$ cat config.mk
export PLATFORM = sky130hd
export DESIGN_NAME = tblm_ctrl
export DESIGN_NICKNAME = d
export VERILOG_FILES = /design/src/hdl/tblm_pkg.sv /design/src/hdl/tblm_ctrl.sv
export SDC_FILE = /design/constraint.sdc
export NUM_CORES = 1
export LEC_CHECK = 0
export BUFFER_PORTS_ARGS = -buffer_cell sky130_fd_sc_hd__buf_2
export CAP_MARGIN = 20
export CORE_UTILIZATION = 45
export DETAILED_ROUTE_END_ITERATION = 8
export GPL_TIMING_DRIVEN = 0
export PLACE_DENSITY = 0.72
export SYNTH_ARGS = -nofsm -noshare
export SYNTH_HDL_FRONTEND = slang
export SYNTH_SLANG_ARGS = --single-unit
$ cat constraint.sdc
create_clock -name clk_i -period 5.45 [get_ports clk_i]
set_input_delay 1.09 -clock clk_i [delete_from_list [all_inputs] [get_ports clk_i]]
set_output_delay 1.09 -clock clk_i [all_outputs]
set_load 0.02 [all_outputs]
$ cat src/hdl/tblm_pkg.sv
// ----------------------------------------------------------------------------
// tblm_pkg
// shared types, constants and coefficient table of the three band level meter
// ----------------------------------------------------------------------------
package tblm_pkg;

  localparam int MAX_FRAMES = 4096;
  localparam int FC_W       = 13;
  localparam int SMP_W      = 32;
  localparam int SIG_W      = 40;
  localparam int SUM_W      = 48;
  localparam int LVL_W      = 24;
  localparam int COEF_W     = 33;
  localparam int MB_W       = 25;
  localparam int PROD_W     = COEF_W + MB_W;
  localparam int ACC_W      = 75;
  localparam int COEF_FRAC  = 30;
  localparam int BQ_STEPS   = 10;

  typedef enum logic [1:0] {
    REG_FRAMES_PER_BIN = 2'd0,
    REG_ENVELOPE_DECAY = 2'd1,
    REG_BIN_RECIPROCAL = 2'd2
  } reg_e;

  typedef enum logic [2:0] {
    OP_BQ_HI  = 3'd0,
    OP_BQ_LO  = 3'd1,
    OP_SUM_HI = 3'd2,
    OP_SUM_LO = 3'd3,
    OP_ENV    = 3'd4
  } op_e;

  typedef struct packed {
    logic       load;
    logic       clr;
    logic       rnd;
    logic       mul_en;
    op_e        op;
    logic [2:0] tap;
    logic [2:0] filt;
    logic [1:0] band;
    logic       bq_fin;
    logic       env_fin;
    logic       lvl_fin;
    logic       fc_inc;
    logic       emit;
  } cmd_t;

  typedef struct packed {
    logic            bin_done;
    logic [FC_W-1:0] fc;
  } status_t;

  // b0, b1, b2, -a1, -a2 in q30 for lp250, hp250, lp2k, hp2k
  function automatic logic signed [COEF_W-1:0] coef(input logic [1:0] f,
                                                    input logic [2:0] k);
    logic signed [COEF_W-1:0] c;
    c = '0;
    case ({f, k})
      {2'd0, 3'd0}: c = 33'sd280947;
      {2'd0, 3'd1}: c = 33'sd561895;
      {2'd0, 3'd2}: c = 33'sd280947;
      {2'd0, 3'd3}: c = 33'sd2097799412;
      {2'd0, 3'd4}: c = -33'sd1025181378;
      {2'd1, 3'd0}: c = 33'sd1049180653;
      {2'd1, 3'd1}: c = -33'sd2098361307;
      {2'd1, 3'd2}: c = 33'sd1049180653;
      {2'd1, 3'd3}: c = 33'sd2097799412;
      {2'd1, 3'd4}: c = -33'sd1025181378;
      {2'd2, 3'd0}: c = 33'sd15463429;
      {2'd2, 3'd1}: c = 33'sd30926858;
      {2'd2, 3'd2}: c = 33'sd15463429;
      {2'd2, 3'd3}: c = 33'sd1753413056;
      {2'd2, 3'd4}: c = -33'sd741524947;
      {2'd3, 3'd0}: c = 33'sd892169957;
      {2'd3, 3'd1}: c = -33'sd1784339914;
      {2'd3, 3'd2}: c = 33'sd892169957;
      {2'd3, 3'd3}: c = 33'sd1753413056;
      {2'd3, 3'd4}: c = -33'sd741524947;
      default:      c = '0;
    endcase
    return c;
  endfunction

endpackage

$ cat src/hdl/tblm_ctrl.sv
// ----------------------------------------------------------------------------
// tblm_ctrl
// sequencer: eight biquads per frame on the shared multiplier, then bin output
// ----------------------------------------------------------------------------
module tblm_ctrl (
  input  logic              clk_i,
  input  logic              rst_ni,
  input  logic              in_valid_i,
  output logic              in_ready_o,
  output logic              out_valid_o,
  input  logic              out_ready_i,
  input  tblm_pkg::status_t status_i,
  output tblm_pkg::cmd_t    cmd_o
);

  typedef enum logic [6:0] {
    ST_IDLE   = 7'b0000001,
    ST_BQ     = 7'b0000010,
    ST_BQ_FIN = 7'b0000100,
    ST_CHECK  = 7'b0001000,
    ST_ENV    = 7'b0010000,
    ST_LVL    = 7'b0100000,
    ST_PUSH   = 7'b1000000
  } state_e;

  state_e      state_q, state_d;
  logic [3:0]  step_q, step_d;
  logic [2:0]  filt_q, filt_d;
  logic [1:0]  band_q, band_d;
  logic        ovld_q, ovld_d;

  always_comb begin
    state_d    = state_q;
    step_d     = step_q;
    filt_d     = filt_q;
    band_d     = band_q;
    cmd_o      = '0;
    cmd_o.op   = tblm_pkg::OP_BQ_HI;
    cmd_o.filt = filt_q;
    cmd_o.band = band_q;
    cmd_o.tap  = step_q[3:1];
    in_ready_o = 1'b0;
    case (state_q)
      ST_IDLE: begin
        in_ready_o = 1'b1;
        if (in_valid_i) begin
          cmd_o.load = 1'b1;
          state_d    = ST_BQ;
          step_d     = '0;
          filt_d     = '0;
        end
      end
      ST_BQ: begin
        if (step_q < 4'(tblm_pkg::BQ_STEPS)) begin
          cmd_o.mul_en = 1'b1;
          cmd_o.op     = step_q[0] ? tblm_pkg::OP_BQ_LO : tblm_pkg::OP_BQ_HI;
          cmd_o.clr    = (step_q == '0);
          cmd_o.rnd    = (step_q == '0);
          step_d       = step_q + 4'd1;
        end else begin
          state_d = ST_BQ_FIN;
        end
      end
      ST_BQ_FIN: begin
        cmd_o.bq_fin = 1'b1;
        step_d       = '0;
        if (filt_q == 3'd7) begin
          state_d = ST_CHECK;
        end else begin
          filt_d  = filt_q + 3'd1;
          state_d = ST_BQ;
        end
      end
      ST_CHECK: begin
        step_d = '0;
        band_d = '0;
        if (status_i.bin_done) begin
          state_d = ST_ENV;
        end else begin
          cmd_o.fc_inc = 1'b1;
          state_d      = ST_IDLE;
        end
      end
      ST_ENV: begin
        cmd_o.op = tblm_pkg::OP_ENV;
        step_d   = step_q + 4'd1;
        if (step_q == 4'd0) begin
          cmd_o.mul_en = 1'b1;
          cmd_o.clr    = 1'b1;
        end else if (step_q == 4'd2) begin
          cmd_o.env_fin = 1'b1;
          step_d        = '0;
          state_d       = ST_LVL;
        end
      end
      ST_LVL: begin
        step_d = step_q + 4'd1;
        if (step_q == 4'd0) begin
          cmd_o.mul_en = 1'b1;
          cmd_o.clr    = 1'b1;
          cmd_o.op     = tblm_pkg::OP_SUM_HI;
        end else if (step_q == 4'd1) begin
          cmd_o.mul_en = 1'b1;
          cmd_o.op     = tblm_pkg::OP_SUM_LO;
        end else if (step_q == 4'd3) begin
          cmd_o.lvl_fin = 1'b1;
          step_d        = '0;
          if (band_q == 2'd2) begin
            state_d = ST_PUSH;
          end else begin
            band_d = band_q + 2'd1;
          end
        end
      end
      ST_PUSH: begin
        if (!ovld_q || out_ready_i) begin
          cmd_o.emit = 1'b1;
          state_d    = ST_IDLE;
        end
      end
      default: begin
        state_d = ST_IDLE;
      end
    endcase
  end

  always_comb begin
    ovld_d = ovld_q;
    if (cmd_o.emit) begin
      ovld_d = 1'b1;
    end else if (out_ready_i) begin
      ovld_d = 1'b0;
    end
  end

  assign out_valid_o = ovld_q;

  always_ff @(posedge clk_i or negedge rst_ni) begin
    if (!rst_ni) begin
      state_q <= ST_IDLE;
      step_q  <= '0;
      filt_q  <= '0;
      band_q  <= '0;
      ovld_q  <= 1'b0;
    end else begin
      state_q <= state_d;
      step_q  <= step_d;
      filt_q  <= filt_d;
      band_q  <= band_d;
      ovld_q  <= ovld_d;
    end
  end

endmodule

==> flow_metrics.tcl, run 1 <==
set metrics [dict create \
    core_area_um2 2730 \
    worst_vdd_rail_ir_drop_mv 0.254 \
    first_pass_grt_wire_length_um 4890 \
    cts-hold-fix-buffers 0 \
    postSynthNetCount 177 \
    area_share_of_fa_ha_maj_cells_after_synthesis_pct 6.78 \
    total_power_uw 585 \
    fin_crit_sh_pct 60.8 \
    slowest_stage "sky130_fd_sc_hd__or4_1" \
    hold-worst-slack_ns 0.541 \
    fillers 268 \
    timing.critical_path.cells "buf_2, or4_1, or3_1, buf_2, nor2_1, buf_2" \
    timing_max_transition_violations_final 0 \
    post-route-util_pct 54.4 \
    start_to_end_type_of_the_worst_setup_path "flip-flop to output pin" \
    post-place-ws_ns 2.48 \
    post-route-drc-count 0 \
    die_w_um 55.6 \
    powerDensity_nw_per_um2 393 \
    syn_to_final_growth_pct 15.1 \
    leakagePower_uw 0.000792 \
    syn_inst 152 \
    antenna_left 0 \
    max-clock-path-buffers 2 \
    setup_viol_count_final 0 \
    layout_setup_ws_ns 2.14 \
    worstMarginPinSlew_ns 0.551 \
    detail_route.iter0.violations 33 \
    timing.hold.worst.class "flip-flop to flip-flop" \
    yosysWarningCount 0 \
    grt_overflow 0 \
    ys_async_sr_fraction_pct 100 \
    floorplan.die_area_um2 3090 \
    edff_count_synth 0 \
    estimated_wirelength_of_the_detail_placed_design_um 2200 \
    outcome "finished clean" \
    tns_setup_ns 0 \
    synthDominantCellAreaShare_pct 31.0 \
    synth_register_bits 17 \
    post-cts-setup-buffers 0 \
    timing.slew.headroom_pct 62.9 \
    route.vias.total 1222 \
    first_pass_iters 4 \
    start_util_pct 47.3 \
    grt_overall_usage_pct 19.9 \
    mappedNetlistArea_um2 1290 \
    yosys.area.top_type "sky130_fd_sc_hd__dfrtp_1" \
    fmax_mhz 302 \
    startpoint_type "flip-flop" \
    port_buffers 26 \
    synth_top_family_by_area "simple AND/OR/NAND/NOR gates" \
    synth_cell_type_count 47 \
    yosys.cell_count.top_type "sky130_fd_sc_hd__nor2_1" \
    cp_data_required_time_ns 4.36 \
    synth.area.mux_share_pct 2.42 \
    timing.critical_path.fanout_max 10 \
    inserted_clock_buffers 3 \
    grt_antenna_before_repair 0 \
    ys.flop_type "sky130_fd_sc_hd__dfrtp_1" \
    synth_seq_area_share_pct 33.0 \
    die_height_um 55.6 \
    synth.cells.most_frequent "sky130_fd_sc_hd__nor2_1, sky130_fd_sc_hd__dfrtp_1, sky130_fd_sc_hd__inv_1, sky130_fd_sc_hd__o21ai_0, sky130_fd_sc_hd__nand3_1" \
    post_cts_resized 0 \
    routed_wirelength_um 2940 \
    postSynthAreaPerCell_um2 8.50 \
    multi_input_area_um2 748 \
    wl_per_cell_um 13.8 \
    maxCapViolations 0 \
    cp_data_arrival_time_ns 2.22 \
    clock_skew_ns 0.00610 \
    path_delay_family "simple AND/OR/NAND/NOR gates" \
    synth_area_leaders "sky130_fd_sc_hd__dfrtp_1, sky130_fd_sc_hd__ha_1, sky130_fd_sc_hd__nor2_1" \
    seq_area_um2 427 \
    via_per_inst 5.74 \
    synth-compound-area-share_pct 17.6 \
    rsz0062_at_grt "no" \
    first_global_vias 1082 \
    timing.final.hold_violations 0 \
    grt_start_max_net_pins 18 \
    total_buffers_and_inverters_traversed_by_the_critical_path 3 \
    layout-drive-gt1-share_pct 26.4 \
    critPathCaptureType "output pin" \
    tritoncts_num_sinks 17 \
    finalWeightedCongestion 0.815 \
    dominant_cell_type_by_count_on_the_critical_path "sky130_fd_sc_hd__buf_2" \
    antenna_cells 0 \
    worst_setup_hold_path_clk_slew_ns 0.11 \
    h-tree-depth 1 \
    num_io_pins 40 \
    finish.net_count 208 \
    critical_path.max_stage_delay_ns 0.57 \
    synth_simple_gate_area_share_pct 29.0 \
    cts_tree "done" \
    synthXorXnorAreaFrac_pct 2.03 \
    clk_root_buffer_cell "sky130_fd_sc_hd__clkbuf_4" \
    clk-insertion-delay-late_ns 0.30 \
    finalWorstPathRequiredPeriod_ns 3.31 \
    std_cell_rows 19 \
]
-- state kept, by name (all words and copies together) (netlist names) --
register     cells
band_q           2
out_valid_o      1
step_q           4
filt_q           3
state_q          7
-- layer usage --
layer | GRT usage [%] | part of all wire, % | vias to the layer above
met5 | 0 | 0 | -
met4 | 6.43 | 1.3 | 0
met3 | 2.09 | 5.7 | 5
met2 | 30.3 | 45 | 41
met1 | 29.8 | 48 | 572
li1 | - | - | 604
-- report_power, final --
part / internal (uW) / total [uW] / switching, uW
Sequential: 152 / 169 / 16.9
Clock: 28.5 / 71.0 / 42.5
Combinational: 140 / 346 / 206
-- layout by cell type (no fill, tap or decap), drive strengths merged, types with 2 or more instances in the layout --
cell type   n
buf        37
nor2       19
dfrtp      16
inv         9
o21ai       9
nand3       8
nand2       7
ha          7
clkbuf      7
nor4        6
a21oi       6
nand2b      5
nor3        4
or4         3
o21a        2
or3         2
xnor2       2
and3        2
and2        2
nand3b      2
a211o       2
mux2i       2
a22o        2
a21o        2
nor4b       2
o211ai      2
nand4       2
-- kinds of logic (layout without fill, tap and decap cells) --
group                    count (synthesis)  count (layout)
XOR/XNOR                                 3               3
adder cells (fa/ha/maj)                  7               7
flip-flops                              17              17
buffers and inverters                   23              53
AO/OA/AOI/OAI                           32              32
AND/OR/NAND/NOR                         67              67
multiplexers                             3               3
-- final cells by class --
class / count / area share [%]
Multi-Input combinational cell: 112 / 50.3
Buffer: 14 / 5.63
Sequential cell: 17 / 28.7
Tap cell: 31 / 2.61
Timing Repair Buffer: 26 / 8.75
Inverter: 9 / 2.27
Clock buffer: 4 / 1.77
-- worst register-to-register path, cell delays in order (launching register included) --
cell and delay (ns):
sky130_fd_sc_hd__dfrtp_1 0.38, sky130_fd_sc_hd__buf_2 0.18, sky130_fd_sc_hd__or4_1 0.57, sky130_fd_sc_hd__or3_1 0.32, sky130_fd_sc_hd__buf_2 0.19, sky130_fd_sc_hd__o211ai_2 0.25
sky130_fd_sc_hd__mux2_2 0.36
-- final timing paths --
kind | from | to | slack (ns) | cells past startpoint
min in group asynchronous | rst_ni | state_q[3] | 0.70 | 1
max in group asynchronous | rst_ni | state_q[0] | 4.43 | 1
hold reg to reg | filt_q[1] | filt_q[1] | 0.54 | 1
setup / recovery | state_q[4] | cmd_o[17] | 2.14 | 6
setup reg to reg | state_q[4] | step_q[0] | 3.09 | 6
hold / removal | filt_q[1] | filt_q[1] | 0.54 | 1
-- through the flow --
step,instances,area [um^2]
after floorplan,152,1290
after global placement,209,1460
after detailed placement,209,1460
after CTS,213,1490
after global routing,213,1490
final,213,1490
(Power assumes the default switching activity.)
==> run 2: changes to the inputs <==
--- a/config.mk
+++ b/config.mk
@@ -5,12 +5,13 @@
 export SDC_FILE = /design/constraint.sdc
 export NUM_CORES = 1
 export LEC_CHECK = 0
+export ABC_AREA = 1
 export BUFFER_PORTS_ARGS = -buffer_cell sky130_fd_sc_hd__buf_2
 export CAP_MARGIN = 20
 export CORE_UTILIZATION = 45
 export DETAILED_ROUTE_END_ITERATION = 8
 export GPL_TIMING_DRIVEN = 0
-export PLACE_DENSITY = 0.72
+export PLACE_DENSITY = 0.74
 export SYNTH_ARGS = -nofsm -noshare
 export SYNTH_HDL_FRONTEND = slang
 export SYNTH_SLANG_ARGS = --single-unit
==> constraint.sdc (replaced) <==
create_clock -name clk_i -period 2.87 [get_ports clk_i]
set_input_delay 0.574 -clock clk_i [delete_from_list [all_inputs] [get_ports clk_i]]
set_output_delay 0.574 -clock clk_i [all_outputs]
set_load 0.02 [all_outputs]
==> run 2 against run 1 <==
The run now ends with DRC left; cell count grew 21%; die area is 5.5% higher; count of clock-buffer cells in the layout did not move; critical endpoint is now cmd_o[16]; largest cell class unchanged.
==> flow_metrics.tcl, run 2 <==
set metrics [dict create \
    outcome "finished, violations left" \
    failed_checks "DRC" \
    setup_viol_count_final 0 \
    synth_area_leaders "sky130_fd_sc_hd__dfrtp_1, sky130_fd_sc_hd__nand2_1, sky130_fd_sc_hd__nor2_1" \
    synth_seq_area_share_pct 31.2 \
    worstMarginPinSlew_ns 0.384 \
    worst_setup_hold_path_clk_slew_ns 0.11 \
    yosys.area.top_type "sky130_fd_sc_hd__dfrtp_1" \
    ys.flop_type "sky130_fd_sc_hd__dfrtp_1" \
    layout_top_registers "state_q x7, step_q x4, filt_q x3" \
    timing.critical_path.fanout_max 6 \
    tns_setup_ns 0 \
    timing.slew.headroom_pct 74.4 \
    grt_overall_usage_pct 18.7 \
    rsz0062_at_grt "no" \
    clock_skew_ns 0.0195 \
    maxCapViolations 0 \
    h-tree-depth 1 \
    antenna_left 0 \
    max-clock-path-buffers 2 \
    syn_to_final_growth_pct 14.3 \
    start_to_end_type_of_the_worst_setup_path "flip-flop to output pin" \
    syn_inst 196 \
    timing_max_transition_violations_final 0 \
    postSynthNetCount 221 \
    post-cts-setup-buffers 0 \
    cp_data_required_time_ns 2.30 \
    layout.cells.non_filler 257 \
    total_power_uw 1060 \
    crit-reg2reg-launch "step_q[1]" \
    layout_setup_ws_ns 0.493 \
    num_io_pins 40 \
    postSynthAreaPerCell_um2 6.97 \
    post-route-drc-count 2 \
    route.vias.total 1251 \
    routed_wirelength_um 2800 \
    floorplan.die_area_um2 3260 \
    mappedNetlistArea_um2 1370 \
    critical_path.max_stage_delay_ns 0.43 \
    clk-insertion-delay-late_ns 0.30 \
    post-place-ws_ns 0.811 \
    layout-drive-gt1-share_pct 28.8 \
    startpoint_type "flip-flop" \
    leakagePower_uw 0.000902 \
    detail_route.iter0.violations 22 \
    cts-hold-fix-buffers 0 \
    start_util_pct 48.7 \
    critPathCaptureType "output pin" \
    timing.final.hold_violations 0 \
    largest_register_ffs 7 \
    std_cell_rows 19 \
    powerDensity_nw_per_um2 677 \
    worst_setup_path_startpoint "step_q[0]" \
    grt_antenna_before_repair 0 \
    synth_cell_type_count 26 \
    finalWeightedCongestion 0.827 \
    fin_crit_sh_pct 82.8 \
    first_pass_grt_wire_length_um 4720 \
    antenna_cells 0 \
    slowest_stage "sky130_fd_sc_hd__dfrtp_1" \
    timing.hold.worst.class "input port to async pin" \
    cts_tree "done" \
    fmax_mhz 421 \
    tritoncts_num_sinks 17 \
    finalWorstPathRequiredPeriod_ns 2.38 \
    core_area_um2 2810 \
    edff_count_synth 0 \
    synth_register_bits 17 \
    grt_start_max_net_pins 18 \
    first_pass_iters 6 \
    clk_root_buffer_cell "sky130_fd_sc_hd__clkbuf_4" \
    wl_per_cell_um 10.9 \
    place.detailed.instances 253 \
    die_height_um 57.1 \
    worst_vdd_rail_ir_drop_mv 0.373 \
    synth.cells.most_frequent "sky130_fd_sc_hd__nand2_1, sky130_fd_sc_hd__nor2_1, sky130_fd_sc_hd__inv_1, sky130_fd_sc_hd__dfrtp_1, sky130_fd_sc_hd__nand3_1" \
    most-common-layout-cells "sky130_fd_sc_hd__nand2_1, sky130_fd_sc_hd__buf_2, sky130_fd_sc_hd__nor2_1" \
    finish.net_count 252 \
    largest-register "state_q" \
    yosys.cell_count.top_type "sky130_fd_sc_hd__nand2_1" \
    inserted_clock_buffers 3 \
    via_per_inst 4.87 \
    post-route-util_pct 55.7 \
    timing.critical_path.cells "inv_1, ha_1, nand2_4, inv_2, nand2_1, nand2_1, inv_1, nand3_1, buf_2" \
    ys_async_sr_fraction_pct 100 \
    post_cts_resized 0 \
    first_global_vias 1112 \
    yosysWarningCount 0 \
    estimated_wirelength_of_the_detail_placed_design_um 2330 \
    synthDominantCellAreaShare_pct 29.3 \
    port_buffers 26 \
    grt_overflow 0 \
    cp_data_arrival_time_ns 1.80 \
    layout.cells.most_common "sky130_fd_sc_hd__nand2_1" \
    die_w_um 57.1 \
]
run 2: changes by cell type in the layout (fill, tap and decap cells not counted), sizes merged, moves of 3 or more:
cell	before	now
o21ai	9	13
nand2b	5	0
nor4	6	0
inv	9	28
nand3	8	12
nand2	7	70
a21oi	6	0
buf	37	30
clkbuf	7	4
or4	3	0
nor2	19	33
run 2: critical path: cells and delay by family (launching register included):
family / cells / cell delay [ns]
fa+ha+maj: 1 / 0.35
buf+inv: 4 / 0.46
flops: 1 / 0.43
simple gates: 4 / 0.29
run 2: cell families after synthesis:
| kind of cell | share of synthesized area, % |
|---|---|
| simple gates | 44.9 |
| buf+inv | 10.1 |
| compound gates | 7.42 |
| flops | 31.2 |
| fa+ha+maj | 6.41 |
run 2: cell type report:
cell class | instances | area [um^2]
fill | 278 | 1240
inverter | 28 | 108
clock buffer | 4 | 26.3
multi-input combinational | 147 | 802
timing repair buffer | 26 | 130
tap | 31 | 38.8
buffer | 4 | 30.0
sequential | 17 | 427
run 2: path summary, 6_finish.rpt:
check | endpoint | slack [ns] | cells past startpoint
setup / recovery | cmd_o[16] | 0.49 | 9
hold / removal | state_q[1] | 0.18 | 1
setup reg to reg | state_q[5] | 1.22 | 10
hold reg to reg | band_q[0] | 0.49 | 1
max in group asynchronous | state_q[0] | 2.38 | 1
min in group clk_i | out_valid_o | 0.48 | 2
run 2: routing by layer:
metal  GRT usage (%)  vias to the layer above  routed length [um]
li1                -                      671                   -
met1            23.6                      564                1340
met2            32.6                       14                1370
met3            4.76                        2                  77
met4            3.14                        0                  16
met5               0                        -                   0
run 2: metrics by stage:
stage / area, um^2 / hold slack, ns
final: 1560 / 0.178
after global routing: 1560 / 0.204
after CTS: 1560 / 0.193
after detailed placement: 1540 / 0.487
after global placement: 1540 / 0.483
after floorplan: 1370 / 0.278
run 2: where the power goes:
part           internal (uW)  total, uW  switching [uW]
clock network           54.1        128            73.5
registers                282        322            40.2
logic                    189        607             418
total                    525       1060             532
==> run 3: changes to the inputs <==
--- a/config.mk
+++ b/config.mk
@@ -5,13 +5,13 @@
 export SDC_FILE = /design/constraint.sdc
 export NUM_CORES = 1
 export LEC_CHECK = 0
-export ABC_AREA = 1
+export ABC_AREA = 0
 export BUFFER_PORTS_ARGS = -buffer_cell sky130_fd_sc_hd__buf_2
 export CAP_MARGIN = 20
 export CORE_UTILIZATION = 45
 export DETAILED_ROUTE_END_ITERATION = 8
 export GPL_TIMING_DRIVEN = 0
-export PLACE_DENSITY = 0.74
+export PLACE_DENSITY = 0.72
 export SYNTH_ARGS = -nofsm -noshare
 export SYNTH_HDL_FRONTEND = slang
 export SYNTH_SLANG_ARGS = --single-unit
==> constraint.sdc (replaced) <==
create_clock -name clk_i -period 2.25 [get_ports clk_i]
set_input_delay 0.45 -clock clk_i [delete_from_list [all_inputs] [get_ports clk_i]]
set_output_delay 0.45 -clock clk_i [all_outputs]
set_load 0.02 [all_outputs]
==> run 3 against run 2 <==
The flow finishes with violations (setup timing); register-to-register slack got worse by 1.3 ns; cell count shrank 15%; combinational power rose by 83%; clock power grew 37%; critical path type unchanged; highest routed layer unchanged.
==> flow_metrics.tcl, run 3 (synthesis gave the netlist of run 1 again) <==
set metrics [dict create \
    die_height_um 55.6 \
    layout_setup_ws_ns -0.147 \
    finalWeightedCongestion 0.813 \
    layout_top_registers "state_q x7, step_q x4, filt_q x3" \
    routed_wirelength_um 3290 \
    first_pass_iters 4 \
    num_io_pins 40 \
    fillers 229 \
    p_seq_share_pct 27.4 \
    outcome "finished, violations left" \
    leakagePower_uw 0.000882 \
    wl_per_cell_um 15.0 \
    grt_overflow 0 \
    detail_route.iter0.violations 32 \
    via_per_inst 5.75 \
    grt_overall_usage_pct 21.7 \
    switching_share_pct 45.1 \
    h-tree-depth 1 \
    worst_setup_hold_path_clk_slew_ns 0.11 \
    layout-drive-gt1-share_pct 47.3 \
    floorplan.die_area_um2 3090 \
    start_to_end_type_of_the_worst_setup_path "flip-flop to output pin" \
    critPathCaptureType "output pin" \
    powerDensity_nw_per_um2 986 \
    timing_max_transition_violations_final 0 \
    core_area_um2 2730 \
    grt_antenna_before_repair 0 \
    internal_power_uw 972 \
    worst_vdd_rail_ir_drop_mv 0.802 \
    cts_tree "done" \
    die_w_um 55.6 \
    tns_setup_ns -0.588 \
    worstMarginPinSlew_ns 0.516 \
    setup_viol_count_final 6 \
    syn_to_final_growth_pct 38.8 \
    cp_data_arrival_time_ns 1.95 \
    hold-worst-slack_ns 0.0598 \
    switching_power_uw 798 \
    post-place-ws_ns -0.141 \
    start_util_pct 47.3 \
    port_buffers 26 \
    clk-insertion-delay-late_ns 0.30 \
    estimated_wirelength_of_the_detail_placed_design_um 2210 \
    fin_crit_sh_pct 107 \
    failed_checks "setup timing" \
    clock_power_share_pct 9.9 \
    maxCapViolations 0 \
    largest-register "state_q" \
    route.vias.total 1260 \
    finish.net_count 214 \
    startpoint_type "flip-flop" \
    multi_input_area_um2 945 \
    fmax_mhz 417 \
    inserted_clock_buffers 3 \
    largest_register_ffs 7 \
    most-common-layout-cells "sky130_fd_sc_hd__buf_2, sky130_fd_sc_hd__buf_4, sky130_fd_sc_hd__nor2_1" \
    tritoncts_num_sinks 17 \
    total_power_uw 1770 \
    clock_skew_ns 0.00691 \
    clk_root_buffer_cell "sky130_fd_sc_hd__clkbuf_4" \
    post-route-drc-count 0 \
    antenna_cells 0 \
    grt_start_max_net_pins 18 \
    first_pass_grt_wire_length_um 5360 \
    antenna_left 0 \
    layout.cells.most_common "sky130_fd_sc_hd__buf_2" \
    std_cell_rows 19 \
    timing.hold.worst.class "input port to async pin" \
    cp_data_required_time_ns 1.80 \
    rsz0062_at_grt "yes" \
    seq_area_um2 435 \
    timing.critical_path.fanout_max 3 \
    finalWorstPathRequiredPeriod_ns 2.40 \
    power_frac_comb_pct 62.7 \
    setup.reg_to_reg.worst_slack_ns -0.06 \
    post-route-util_pct 65.6 \
    max-clock-path-buffers 2 \
    first_global_vias 1207 \
    timing.final.hold_violations 0 \
    timing.slew.headroom_pct 65.6 \
]
run 3: layout make-up:
| class | count | area share [%] |
|---|---|---|
| Clock inverter | 1 | 0.279 |
| Buffer | 5 | 1.95 |
| Timing Repair Buffer | 41 | 15.6 |
| Clock buffer | 3 | 1.26 |
| Multi-Input combinational cell | 112 | 52.6 |
| Inverter | 9 | 1.88 |
| Sequential cell | 17 | 24.3 |
| Tap cell | 31 | 2.16 |
run 3: through the flow:
step	instance area (um^2)	cells
CTS	1670	217
floorplan	1320	152
global placement	1480	209
detailed placement	1480	209
global route	1790	219
finish	1790	219
run 3: what timing repair did:
item	CTS	global route
pin swaps	9	8
setup endpoints to repair	14	16
resized for setup	32	21
hold buffers	0	0
buffers inserted	12	3
run 3: worst max-delay path, stage by stage (launching register included):
cell and delay (ns):
sky130_fd_sc_hd__dfrtp_2 0.44, sky130_fd_sc_hd__or4_4 0.56, sky130_fd_sc_hd__or3_4 0.38, sky130_fd_sc_hd__nor2_4 0.13
sky130_fd_sc_hd__buf_6 0.12
run 3: power by group through the flow:
stage                     Clock, uW  Combinational (uW)  Sequential [uW]
final                           175                1110              484
after global placement            0                 823              412
after CTS                       178                 975              467
after global routing            186                1200              496
after detailed placement          0                 844              414
after floorplan                   0                 639              426
run 3: final timing paths:
kind / startpoint / to / depth (start not counted)
min: rst_ni / filt_q[1] / 1
min reg2reg: filt_q[2] / filt_q[2] / 1
min in group clk_i: out_ready_i / out_valid_o / 2
max in group asynchronous: rst_ni / state_q[0] / 1
max reg2reg: state_q[3] / step_q[2] / 7
max: state_q[3] / cmd_o[17] / 4
run 3: routing by layer:
| metal | vias to the layer above | GRT usage (%) | routed length (um) |
|---|---|---|---|
| li1 | 614 | - | - |
| met3 | 9 | 2.79 | 133 |
| met4 | 0 | 9.29 | 74 |
| met2 | 35 | 35.5 | 1600 |
| met1 | 602 | 29.0 | 1480 |
| met5 | - | 0 | 0 |
